File: src/rtl/rsi_smul.sv
// Two-stage signed multiplier built from four half-width partial products.
// No dependencies.
module rsi_smul #(
  parameter int WA = 33,
  parameter int WB = 33
) (
  input  logic                    clk,
  input  logic signed [WA-1:0]    a,
  input  logic signed [WB-1:0]    b,
  output logic signed [WA+WB-1:0] p
);

  localparam int HA = (WA + 1) / 2;
  localparam int HB = (WB + 1) / 2;
  localparam int UA = WA - HA;
  localparam int UB = WB - HB;
  localparam int PW = WA + WB;

  logic [WA-1:0]      ma;
  logic [WB-1:0]      mb;
  logic [HA+HB-1:0]   pp00_r, pp00_nxt;
  logic [HA+UB-1:0]   pp01_r, pp01_nxt;
  logic [UA+HB-1:0]   pp10_r, pp10_nxt;
  logic [UA+UB-1:0]   pp11_r, pp11_nxt;
  logic               neg_r, neg_nxt;
  logic [PW-1:0]      sum;
  logic signed [PW-1:0] p_r, p_nxt;

  // Magnitudes; the most negative value maps onto its own unsigned magnitude.
  assign ma = a[WA-1] ? $unsigned(-a) : $unsigned(a);
  assign mb = b[WB-1] ? $unsigned(-b) : $unsigned(b);

  assign pp00_nxt = (HA+HB)'(ma[HA-1:0])  * (HA+HB)'(mb[HB-1:0]);
  assign pp01_nxt = (HA+UB)'(ma[HA-1:0])  * (HA+UB)'(mb[WB-1:HB]);
  assign pp10_nxt = (UA+HB)'(ma[WA-1:HA]) * (UA+HB)'(mb[HB-1:0]);
  assign pp11_nxt = (UA+UB)'(ma[WA-1:HA]) * (UA+UB)'(mb[WB-1:HB]);
  assign neg_nxt  = a[WA-1] ^ b[WB-1];

  assign sum   = PW'(pp00_r) + (PW'(pp01_r) << HB) + (PW'(pp10_r) << HA)
               + (PW'(pp11_r) << (HA + HB));
  assign p_nxt = neg_r ? -$signed(sum) : $signed(sum);

  always_ff @(posedge clk) begin
    pp00_r <= pp00_nxt;
    pp01_r <= pp01_nxt;
    pp10_r <= pp10_nxt;
    pp11_r <= pp11_nxt;
    neg_r  <= neg_nxt;
    p_r    <= p_nxt;
  end

  assign p = p_r;

endmodule

File: config.mk
export PLATFORM = sky130hd
export DESIGN_NAME = rsi_smul
export DESIGN_NICKNAME = d
export VERILOG_FILES = /design/src/rtl/rsi_smul.sv
export SDC_FILE = /design/constraint.sdc
export NUM_CORES = 2
export LEC_CHECK = 0
export BUFFER_PORTS_ARGS = -buffer_cell sky130_fd_sc_hd__buf_2
export CAP_MARGIN = 10
export CORE_MARGIN = 4
export CORE_UTILIZATION = 40
export CTS_CLUSTER_SIZE = 40
export DETAILED_ROUTE_END_ITERATION = 6
export SYNTH_ARGS = -nofsm -noshare
export SYNTH_HDL_FRONTEND = slang
export SYNTH_SLANG_ARGS = --single-unit
File: constraint.sdc
create_clock -name clk -period 26.2 [get_ports clk]
set_input_delay 5.24 -clock clk [delete_from_list [all_inputs] [get_ports clk]]
set_output_delay 5.24 -clock clk [all_outputs]
set_load 0.02 [all_outputs]
==> results.toml <==
[sta]
final.setup.tns_ns = 0
timing_hold_violations_final = 0
maximum_clock_skew_at_final_layout_ns = 0.0151
setup_viol = 0
rsz0062_at_grt = "no"
timing.final.crit_period_ns = 15.14
final_min_period_over_clock_period_pct = 57.8
timing.max_slew.rel_slack_pct = 20.9
worst_slew_pin_slew_ns = 1.17
finalMaxSlewViolations = 0
timing.fmax_ghz = 0.0661

[drt]
antenna_left = 0
detail_route.wl_per_cell_microns = 20.7
post_drt_via_cell_ratio = 5.28
firstDrtPassIters = 6
initialDrtViolationCount = 2553
wl_mm = 139
drc = 0
num_vias = 35400

[floorplanning]
placement_rows = 122
boundaryPins = 133
fp.coreArea_sq_mm = 0.111
die_w_microns = 341
start_util_pct = 40.2
die_height_microns = 341
overall_die_area_sq_mm = 0.117

[worst_setup_path]
worst_path_dominant_cell_family = "adder cells"
timing.reg2reg.setup_slack_ns = 20.41
reg2regPathDepth = 14
cp_common_cell = "fa_1"
critical_path_buf_inv_count = 6
crit_path_end_kind = "flop"
worstSetupStartpointType = "input port"
reg2reg_to = "p[65]"
crit_type = "in2reg"
cp_data_required_time_ns = 26.63
rr_startpoint = "pp10_r[1]"
worst_path_max_stage_delay_ns = 0.66
critical_path_cell_count = 33
timing.critical_path.to = "pp11_r[30]"
slowest_stage = "or4_1"
critPathMaxFanout = 25
cp-startpoint = "a[0]"
crit_arrival_ns = 15.56

[global_route]
grt_pass1_vias = 36000
track_usage_pct = 24.0
globalRoute.totalOverflow = 0
first_pass_grt_wire_length_mm = 214
pin_count_of_the_biggest_net_entering_global_routing = 60
antenna_violations_before_repair = 12

[synth]
cells_taking_the_most_area_after_synthesis = "fa_1, ha_1, dfxtp_1"
synth.distinct_cells = 77
synth_common_cells = "inv_1, fa_1, nand2_1"
post_synthesis_average_cell_area_sq_um = 8.69
yosysTopAreaCellShare_pct = 39.1
synth-edff-count = 0
synth-async-reset-ratio_pct = 0
synth_top_flop_cell = "dfxtp_1"
synthesis.instances = 5119
syn_nets = 6512
synth_most_common_cell = "inv_1"
yosys_register_bits = 199
ys_seq_area_share_pct = 8.96
synth_top_cell_by_area = "fa_1"
yosys_warnings = 0
syn_area_sq_mm = 0.0445

[place]
dp.final_hpwl_mm = 113
io_buffers = 132
finalWeightedCongestion = 0.927

[cts]
cts_hold_repair.buffers = 0
worstSkewPairLatency_ns = 0.50
clk_pin_slew_worst_paths_ns = 0.08
clock-root-buffer = "clkbuf_16"
cts-buffers-inserted = 17
cts_tree = "built"
post-cts-setup-buffers = 0
h-tree-depth = 4
postCtsResizedCells = 0
clock_sinks = 199
clock_path_buffers = 2

[finish]
final_core_util_pct = 43.7
post_route_cells_drive_above_1_share_pct = 6.98
nNetsFinal = 6596
area.growth.synth_to_final_pct = 8.57

[outcome]
status = "finished clean"

[run]
cap_viol_max_count = 0

[hold_path]
worstHoldPathType = "reg2reg"
## logic make-up after synthesis
logic type	synth area share, %
adder cells (fa/ha/maj)	52.0
AND/OR/NAND/NOR	15.0
XOR/XNOR	6.54
flip-flops	8.96
multiplexers	0.0703
buffers and inverters	10.0
AO/OA/AOI/OAI	7.44
## worst min-delay path by stage
stage | startpoint | end | slack, ns | cells past startpoint
after detailed placement | pp00_r[0] | p[0] | 0.38 | 0
after global placement | pp00_r[0] | p[0] | 0.38 | 0
final | pp00_r[0] | p[0] | 0.40 | 0
after global routing | pp00_r[0] | p[0] | 0.41 | 0
after floorplan | pp00_r[0] | p[0] | 0.36 | 0
after CTS | pp00_r[0] | p[0] | 0.40 | 0
## cell usage in the layout, fill, tap and decap left out, drive strengths merged, types with 20 or more instances in the layout
cell type  netlist  final
dfxtp          199    199
ha             458    458
xor2           111    111
a21oi          117    117
or3             22     22
nand3           40     40
and2            24     24
nor3            39     39
o21a            31     31
fa             868    868
nand2b          29     29
inv            997   1005
nand2          720    720
a211oi          22     22
or4             20     20
and3            22     22
o21bai          23     23
nand4           22     22
buf              1    253
nor2           565    565
xnor2          221    221
o21ai           98     98
nor2b           20     20
o31ai           29     29
a21o            41     41
## flip-flops by register name, indices dropped and copies added, names as in the netlist
name,count
pp10_r,33
pp01_r,33
pp11_r,32
p,66
neg_r,1
pp00_r,34
## per-layer routing
| layer | track usage [%] | up-vias | routed length (microns) |
|---|---|---|---|
| met5 | 0.0417 | - | 45 |
| met4 | 10.1 | 6 | 6690 |
| met3 | 5.94 | 249 | 12800 |
| met2 | 37.4 | 1357 | 61900 |
| met1 | 32.0 | 17900 | 57700 |
| li1 | - | 15900 | - |
## worst reg2reg max path, cell delays in order, from the launching register on
cell and delay (ns):
dfxtp_1 0.40, fa_1 0.45, ha_1 0.32, fa_1 0.46, a211oi_1 0.51, o211ai_1 0.31
nand3_1 0.21, and4_1 0.23, o22ai_1 0.10, a2111oi_1 0.78, nand4_1 0.33, nor4bb_1 0.63
nand4_1 0.42, o31ai_1 0.42, xnor2_1 0.17
## final cells by class
cell class | instances | area, sq um
Antenna cell | 11 | 27.5
Clock buffer | 18 | 429
Clock inverter | 14 | 159
Fill cell | 11100 | 62200
Inverter | 998 | 3750
Multi-Input combinational cell | 3734 | 36500
Sequential cell | 199 | 3990
Tap cell | 1488 | 1860
Timing Repair Buffer | 253 | 1570
## stage by stage
stage	cells	worst slack [ns]	area [sq um]	hold slack [ns]
after floorplan	5119	12.04	44500	0.360
after global placement	6672	10.80	47700	0.381
after detailed placement	6672	10.69	47700	0.383
after CTS	6704	11.19	48300	0.401
after global routing	6706	10.63	48300	0.414
final	6715	11.06	48300	0.404
Power is left out: the tool's default activity adds up to more than one toggle a clock period on the data nets, which glitch-free logic cannot reach.
