File: src/rtl/rsi_div_cell.sv
// One cell of a restoring divider chain: settles one quotient bit per cycle.
// No dependencies.
module rsi_div_cell #(
  parameter int DW = 56,
  parameter int QB = 63
) (
  input  logic          clk,
  input  logic [QB-1:0] num_i,
  input  logic [DW-1:0] rem_i,
  input  logic [DW-1:0] dv_i,
  input  logic [QB-1:0] q_i,
  output logic [QB-1:0] num_o,
  output logic [DW-1:0] rem_o,
  output logic [DW-1:0] dv_o,
  output logic [QB-1:0] q_o
);

  logic [DW:0]   r2;
  logic          ge;
  logic [QB-1:0] num_r, num_nxt;
  logic [DW-1:0] rem_r, rem_nxt;
  logic [DW-1:0] dv_r;
  logic [QB-1:0] q_r, q_nxt;

  assign r2      = {rem_i, num_i[QB-1]};
  assign ge      = (r2 >= {1'b0, dv_i});
  assign rem_nxt = DW'(ge ? (r2 - {1'b0, dv_i}) : r2);
  assign q_nxt   = {q_i[QB-2:0], ge};
  assign num_nxt = {num_i[QB-2:0], 1'b0};

  always_ff @(posedge clk) begin
    num_r <= num_nxt;
    rem_r <= rem_nxt;
    dv_r  <= dv_i;
    q_r   <= q_nxt;
  end

  assign num_o = num_r;
  assign rem_o = rem_r;
  assign dv_o  = dv_r;
  assign q_o   = q_r;

endmodule
File: config.mk
export PLATFORM = sky130hd
export DESIGN_NAME = rsi_div_cell
export DESIGN_NICKNAME = d
export VERILOG_FILES = /design/src/rtl/rsi_div_cell.sv
export SDC_FILE = /design/constraint.sdc
export NUM_CORES = 1
export LEC_CHECK = 0
export BUFFER_PORTS_ARGS = -buffer_cell sky130_fd_sc_hd__buf_2
export CORE_AREA = 2 2 187 189
export DETAILED_ROUTE_END_ITERATION = 10
export DIE_AREA = 0 0 189 191
export PLACE_DENSITY = 0.59
export RECOVER_POWER = 25
export SYNTH_ARGS = -nofsm -noshare
export SYNTH_HDL_FRONTEND = slang
export SYNTH_SLANG_ARGS = --single-unit
File: constraint.sdc
create_clock -name clk -period 3.6 [get_ports clk]
set_input_delay 0.36 -clock clk [delete_from_list [all_inputs] [get_ports clk]]
set_output_delay 0.36 -clock clk [all_outputs]
set_load 0.01 [all_outputs]
==> results_dict.tcl <==
set metrics [dict create \
    h-tree-depth 1 \
    vias 9128 \
    layout_commonest_cell "buf_2" \
    p_comb_share_pct 22.3 \
    power_frac_seq_pct 41.7 \
    start_util_pct 26.11 \
    synth-seq-cells 237 \
    synth_simple_gate_area_share_pct 11.47 \
    required_ns 4.04 \
    finalSetupViolCount 0 \
    post-route-period-util_pct 95.61 \
    clkSinkCount 237 \
    grt_pass1_vias 9314 \
    switching_share_pct 28.12 \
    p_clk_share_pct 36.0 \
    cts_tree "built" \
    finalHoldViolations 0 \
    gp_congestion 0.8692 \
    hold_start "rem_i[38]" \
    grt-ovfl-total 0 \
    fillers 3236 \
    drtPass1Iterations 5 \
    seq_area_frac_synth_pct 53.25 \
    slowest_stage "dlygate4sd3_1" \
    syn-cell-area_um2 8910 \
    critPathMaxFanout 8 \
    ios 477 \
    min-delay-path-class "in -> reg" \
    clockBufferDepth 3 \
    place_ws_ns 0.08930 \
    layout.cells.non_filler 2066 \
    cts_buffers 25 \
    setup_slack_ns 0.1579 \
    drtIter0Drc 370 \
    cpPeakStageDelay_ns 0.54 \
    synth_cell_type_count 59 \
    holdPathStages 3 \
    cpLargestDelayFamily "compound AO/OA/AOI/OAI gates" \
    peakVddDrop_mv 0.3815 \
    synth_nets 1215 \
    crit_type "in -> reg" \
    synth_mux_area_share_pct 0.5758 \
    critPathBufInv 4 \
    multi_input_area_um2 3764 \
    synth_fa_ha_area_share_pct 8.089 \
    fmax_mhz 290.5 \
    drv_cap 0 \
    die_h_um 191 \
    rsz0062_at_grt "yes" \
    wl_per_cell_um 16.52 \
    crit_path_start_kind "input port" \
    cp.depth 15 \
    period_needed_ns 3.442 \
    status "completed" \
    nets 1891 \
    crit_path_end_kind "flop" \
    final_util_pct 42.74 \
    total_power_w 0.007019 \
    synth_top_family_by_area "compound AO/OA/AOI/OAI gates" \
    async_flop_share_pct 0 \
    hold_end "rem_o[39]" \
    core_area_um2 34120 \
    clk_pin_slew_ns 0.07 \
    ant_nets 0 \
    netlist_instances 919 \
    routed_wirelength_mm 34.13 \
    syn_avg_cell_area_um2 9.695 \
    post-dp-hpwl_mm 25.23 \
    ys.warnings.count 0 \
    worstPathCellList "dlygate4sd3_1, buf_2, inv_1, ha_1, a21oi_1, o22ai_1, or4_1, o21ai_1, nor4_1, buf_4, o2111ai_1, nand3_1, o21ai_0, xnor2_1, mux2_4" \
    grt_antenna_before_repair 4 \
    p_int_w 0.005046 \
    drive_gt1_share_pct 34.20 \
    antennaDiodeCount 0 \
    area_delta_synth_final_pct 63.67 \
    ff_latch_area_um2 4745 \
    gr-usage-all-layers_pct 17.74 \
    port_buffers 474 \
    synthXorXnorAreaFrac_pct 5.013 \
    rows 68 \
    drc 0 \
    ys_dominant_reg_cell "dfxtp_1" \
    cts-root-buf "clkbuf_16" \
    mostFrequentLayoutCells "buf_2, dfxtp_1, dlygate4sd3_1" \
    avgViaCountPerCell 4.418 \
    synth-edff-count 0 \
    slew_violations 0 \
    dieArea_um2 36100 \
    place_inst 1843 \
    grt_max_degree 37 \
    powerDensity_nw_per_um2 481.4 \
    synth_compound_area_share_pct 16.50 \
    leakage_nw 7.094 \
    cp.arrival_ns 3.88 \
    dieWidth_um 189 \
    grt_pass1_wl_mm 50.51 \
    p_sw_w 0.001974 \
]
[power by group through the flow]
stage	Combinational [W]	Sequential, W	Clock [W]
after CTS	0.00155	0.00293	0.00259
after floorplan	0.000611	0.00312	0
final	0.00156	0.00293	0.00253
after global routing	0.00170	0.00295	0.00269
after global placement	0.00137	0.00298	0
after detailed placement	0.00138	0.00298	0
[flip-flops by register name, indices dropped and copies added, names as in the netlist]
| register | count |
|---|---|
| q_o | 63 |
| num_o | 62 |
| dv_o | 56 |
| rem_o | 56 |
[stage by stage]
stage          hold WS (ns)  cell area, um2  setup TNS (ns)
3_5_place_dp         0.4636           11950               0
5_1_grt             0.02717           14580        -0.05163
2_1_floorplan        0.3877            8910               0
4_1_cts           0.0008226           14550               0
3_3_place_gp         0.4631           11950               0
6_report            0.03159           14580               0
[worst max path at each step]
stage	startpoint	end	slack, ns
floorplan	dv_i[50]	rem_o[48]	0.72
finish	dv_i[7]	rem_o[50]	0.16
global placement	dv_i[7]	rem_o[54]	0.15
CTS	dv_i[30]	rem_o[10]	0.06
global route	dv_i[11]	rem_o[11]	-0.04
detailed placement	dv_i[30]	rem_o[10]	0.09
[cells by family (layout without fill, tap and decap cells)]
logic type,Yosys count,after routing
xor+xnor,51,51
buf+inv,112,804
compound gates,239,239
other cells,1,1
flops,237,237
mux,4,4
simple gates,218,218
fa+ha+maj,57,57
[per-layer routing]
layer	GRT usage (%)	vias to the layer above	routed length [um]
met5	0	-	39
met4	4.808	6	881
met3	4.369	64	2284
met2	32.92	368	17390
met1	20.12	4201	13530
li1	-	4489	-
[cell usage after synthesis (2+ instances only)]
cell       number  area [um2]
inv_2           2       7.510
nor2b_1         7       43.79
a221o_1         2       20.02
and3_1          4       25.02
a21boi_0        3       22.52
xnor2_1        31       271.5
buf_2          14       70.07
o21a_1          4       30.03
or3_1           3       18.77
nand2_1       100       375.4
o41ai_1         2       17.52
nor3_1          6       30.03
a21o_1         32       240.2
o21ai_0        77       385.4
a31oi_1         9       56.30
nand2b_1        8       50.05
dfxtp_1       237        4745
o21ai_1         8       40.04
xor2_1         20       175.2
nor4_1          7       43.79
o31ai_1         4       30.03
or4_1           2       15.01
and2_1          3       18.77
mux2_4          2       30.03
clkbuf_1       20       75.07
a221oi_1        3       26.28
nand3b_1        2       15.01
a21oi_1        63       315.3
inv_1          73       274.0
nand4_1        21       131.4
o211ai_1        2       15.01
a211oi_1        6       45.04
o221ai_1        2       17.52
o21bai_1        9       67.56
ha_1           56       700.7
nor2_1         38       142.6
nand3_1        13       65.06
o22ai_1         2       12.51
o2111ai_1       2       17.52
[worst min-delay path, cell delays in order]
cell	delay [ns]
buf_2	0.09
nand2_1	0.04
o21ai_0	0.05
[layout make-up]
cell class              instances  share of cell area (%)
clock buffers                  34                   4.865
clock inverters                 9                  0.6521
inverters                      75                   1.931
multi-input cells             570                   25.81
flip-flops and latches        237                   32.54
well taps                     455                   3.904
repair buffers                686                   30.30
[repair_timing]
action                                  4_1_cts  5_1_grt
resized for setup                             0       10
hold buffers                                180        0
endpoints found under the setup margin        0       40
buffers inserted                              0        0
endpoints found under the hold margin       180        0
Power figures use the tool's default switching activity.
