## src/rtl/rsi_sqrt_cell.sv

```systemverilog
// One cell of the square root chain: settles one root bit per cycle.
// No dependencies.
module rsi_sqrt_cell #(
  parameter int RW = 54
) (
  input  logic            clk,
  input  logic [2*RW-1:0] rad_i,
  input  logic [RW:0]     rem_i,
  input  logic [RW-1:0]   root_i,
  output logic [2*RW-1:0] rad_o,
  output logic [RW:0]     rem_o,
  output logic [RW-1:0]   root_o
);

  logic [RW+2:0]   r4;
  logic [RW+2:0]   trial;
  logic            ge;
  logic [2*RW-1:0] rad_r, rad_nxt;
  logic [RW:0]     rem_r, rem_nxt;
  logic [RW-1:0]   root_r, root_nxt;

  // Bring down the next two radicand bits and try appending a one.
  assign r4       = {rem_i, rad_i[2*RW-1 -: 2]};
  assign trial    = {1'b0, root_i, 2'b01};
  assign ge       = (r4 >= trial);
  assign rem_nxt  = (RW+1)'(ge ? (r4 - trial) : r4);
  assign root_nxt = {root_i[RW-2:0], ge};
  assign rad_nxt  = {rad_i[2*RW-3:0], 2'b00};

  always_ff @(posedge clk) begin
    rad_r  <= rad_nxt;
    rem_r  <= rem_nxt;
    root_r <= root_nxt;
  end

  assign rad_o  = rad_r;
  assign rem_o  = rem_r;
  assign root_o = root_r;

endmodule

```

## config.mk

```make
export PLATFORM = sky130hd
export DESIGN_NAME = rsi_sqrt_cell
export DESIGN_NICKNAME = d
export VERILOG_FILES = /design/src/rtl/rsi_sqrt_cell.sv
export SDC_FILE = /design/constraint.sdc
export NUM_CORES = 1
export LEC_CHECK = 0
export ABC_AREA = 0
export BUFFER_PORTS_ARGS = -buffer_cell sky130_fd_sc_hd__buf_4
export CORE_AREA = 2 2 171 173
export CTS_BUF_LIST = sky130_fd_sc_hd__clkbuf_4 sky130_fd_sc_hd__clkbuf_8
export DETAILED_ROUTE_END_ITERATION = 7
export DIE_AREA = 0 0 173 175
export PLACE_DENSITY = 0.6
export SYNTH_ARGS = -nofsm -noshare
export SYNTH_HDL_FRONTEND = slang
export SYNTH_SLANG_ARGS = --single-unit
```

## constraint.sdc

```tcl
create_clock -name clk -period 9.5 [get_ports clk]
set_input_delay 1.425 -clock clk [delete_from_list [all_inputs] [get_ports clk]]
set_output_delay 1.425 -clock clk [all_outputs]
set_load 0.01 [all_outputs]
```

==> results.md <==
- Status: completed
- Post-synth EDFFs: 0
- Area leader, netlist: sky130_fd_sc_hd__dfxtp_1
- Category of the worst setup path capture point: flip-flop
- Asr flop ratio synth: 0%
- Portion of synthesized cell area occupied by the leading cell type: between 40% and 50%
- Clock sink total: roughly 220
- Count of buffers from port buffering: about 430
- Primary FF master, synth: sky130_fd_sc_hd__dfxtp_1
- Top-level I/O count: about 440
- Start-to-end type of the worst setup path: in -> reg
- Data arrival time of the critical path: slightly above 5000 ps
- Die Ht: about 180 µm
- DRC violations left: 0
- Aggregate global routing overflow: 0
- Type of the most critical hold path: in -> reg
- Sequential fraction of the synthesis area: 48.4%
- Ranking of synthesized cells by instance count: sky130_fd_sc_hd__dfxtp_1, sky130_fd_sc_hd__inv_1, sky130_fd_sc_hd__nand2_1, sky130_fd_sc_hd__ha_1, sky130_fd_sc_hd__a21oi_1
- Worst rel slew slack: about 18%
- Count of buffer and inverter cells on the critical path: 1
- Layout cell share with drive strength beyond 1: between 40 and 50%
- Via count of the first global-routing pass: slightly above 8000
- Pleak: 0.00651 µW
- Count of distinct cell types in the synthesized netlist: between 60 and 70
- Number of clock buffers inserted by TritonCTS: 38
- Wire length of the first global-routing pass: around 46 mm
- Mean instance size in the synthesized netlist: about 10 µm²
- Count of final hold-check violations: 0
- # rows: 62
- Multi-input gate area in the final layout: between 4000 and 5000 µm²
- Number of design-rule violations left by the first detailed-router iteration: 327
- Unrepaired setup endpoints after global routing: false
- Average wire per cell in the routed design: 17.9 µm
- Actual transition at the worst max-transition pin: between 1000 and 1500 ps
- Data required time of the worst path: about 9900 ps
- Flop and latch count out of synthesis: 215
- Routability Congestion: 0.865
- Crit path launch type: input port
- Maximum root-to-sink buffer count: 3
- Vias: between 8000 and 9000
- Vias/cell: ~4.6
- Power density relative to cell area: approximately 190 nW/µm²
- Non-filler instance count after layout: ~1700
- Placed instance count: around 1700
- Maximum number of pins on one net before global-route repair: 57
- Clock transition at path regs: around 60 ps
- Area enclosed by the die boundary: 30300 µm²
- Syn Inst Count: ~880
- Final net count: 1589
- Most frequent cell after synthesis: sky130_fd_sc_hd__dfxtp_1
- CTS Hold Buffers Added: 0
- Setup ws final: approximately 4800 ps
- Slowest stage cell, crit path: sky130_fd_sc_hd__o21a_4
- Cell type group with the largest total delay on the critical path: compound AO/OA/AOI/OAI gates
- GRT Overall Usage: between 10% and 20%
- Die extent in x: between 150 and 200 µm
- Area Growth Syn to Fin: 48.0%
- Core region area: approximately 28000 µm²
- Maximum Capacitance Violations: 0
- Worst Path Max Fanout: 56
- Setup TNS Final: 0 ps
- Number of optimization iterations in the first detailed-route pass: 4
- Largest cells by area after synthesis: sky130_fd_sc_hd__dfxtp_1, sky130_fd_sc_hd__ha_1, sky130_fd_sc_hd__a21o_1, sky130_fd_sc_hd__mux2_4, sky130_fd_sc_hd__a21oi_1
- Highest achievable clock rate: 212 MHz
- CTS tree: done
- Total wire length: ~31 mm
- Worst vdd ir: about 100 µV
- Buffers inserted by post-CTS timing repair: 0
- YS warnings: 0
- Root Buffer: sky130_fd_sc_hd__clkbuf_8
- Final Max Tran Viols: 0
- FILL cells: between 2000 and 3000
- Worst-path cell chain: buf_4 -> ha_1 -> and2_4 -> a221oi_4 -> o21ai_2 -> a221o_1 -> a22oi_2 -> a21oi_2 -> nor4b_4 -> o21a_4 -> mux2_2
- Post-route fraction of the period consumed by the critical path: about 50%
- Place WS: ~4200 ps
- Utilization after layout: 46.4%
- Max stage delay on crit path: roughly 860 ps
- Synthesized area: 8900 µm²
- Dpl hpwl: around 25 mm
- H-Tree Depth: 2
- Number of antenna violations at the first check in global routing: 2
- Initial core utilization: 31.3%
- Number of gates given a new drive strength after cts: 0
- Worst-case hold slack: roughly 980 ps
- Post-detailed-route count of antenna-violating nets: 0
- Register cell area after layout: roughly 4300 µm²
- Clock period minus final worst setup slack: 4720 ps
- Number of failing setup endpoints in the final timing report: 0
[sequential cells by signal, summed over array words and instances, names as in the netlist]
signal	cells
rad_o	106
root_o	54
rem_o	55
[placed cells by master (no fill, tap or decap), drive strengths merged, types with 5 or more instances in the layout]
| cell | Yosys | final |
|---|---|---|
| nor2 | 33 | 33 |
| and3 | 14 | 14 |
| o41ai | 6 | 6 |
| o31ai | 7 | 7 |
| inv | 73 | 75 |
| o211ai | 17 | 17 |
| a21o | 40 | 40 |
| clkbuf | 25 | 56 |
| buf | 12 | 433 |
| a31oi | 13 | 13 |
| xnor2 | 26 | 26 |
| mux2 | 42 | 42 |
| mux2i | 5 | 5 |
| and2 | 6 | 6 |
| dfxtp | 215 | 215 |
| nand4 | 13 | 13 |
| o21ai | 31 | 31 |
| nand2b | 5 | 5 |
| nor3 | 15 | 15 |
| nor2b | 6 | 6 |
| o21bai | 6 | 6 |
| ha | 56 | 56 |
| xor2 | 18 | 18 |
| clkinv | 0 | 7 |
| nand3 | 22 | 22 |
| a21oi | 56 | 56 |
| nand2 | 61 | 61 |
| o21a | 5 | 5 |
[final cells by class]
| type | count | share of cell area (%) |
|---|---|---|
| clock buffer | 56 | 5.33 |
| antenna | 1 | 0.0190 |
| timing repair buffer | 433 | 24.7 |
| clock inverter | 9 | 0.399 |
| inverter | 73 | 2.08 |
| sequential | 215 | 32.7 |
| multi-input combinational | 554 | 31.1 |
| tap | 384 | 3.65 |
[per-stage QoR]
stage / power (µW) / area, µm²
floorplan: 1350 / 8900
CTS: 2510 / 13200
detailed placement: 1640 / 12400
global route: 2600 / 13200
global placement: 1630 / 12400
finish: 2470 / 13200
[where the power goes]
part           switching, µW  internal, µW  leakage [µW]
clock                    383           474      0.000411
combinational            293           307       0.00429
sequential              25.0           991       0.00181
[logic make-up (layout without fill, tap and decap cells)]
family,after synthesis,in the layout,synth area share (%)
AO/OA/AOI/OAI,215,215,16.5
XOR/XNOR,44,44,4.33
adder cells (fa/ha/maj),56,56,7.87
buffers and inverters,110,571,5.58
flip-flops,215,215,48.4
multiplexers,47,47,6.72
other,1,3,0.0421
AND/OR/NAND/NOR,190,190,10.6
[worst paths after layout]
path | start | to | slack, ps | cells past startpoint
max | rem_i[24] | rem_o[12] | 4780 | 11
min | rad_i[100] | rad_o[102] | 980 | 1
[metal layers]
layer / vias to the layer above / track usage [%] / routed length, µm
met1: 3686 / 21.0 / 12000
met5: - / 0 / 0
met3: 50 / 5.90 / 2250
met2: 312 / 36.4 / 15800
met4: 0 / 6.43 / 896
li1: 3955 / - / -
(Power assumes the default switching activity.)
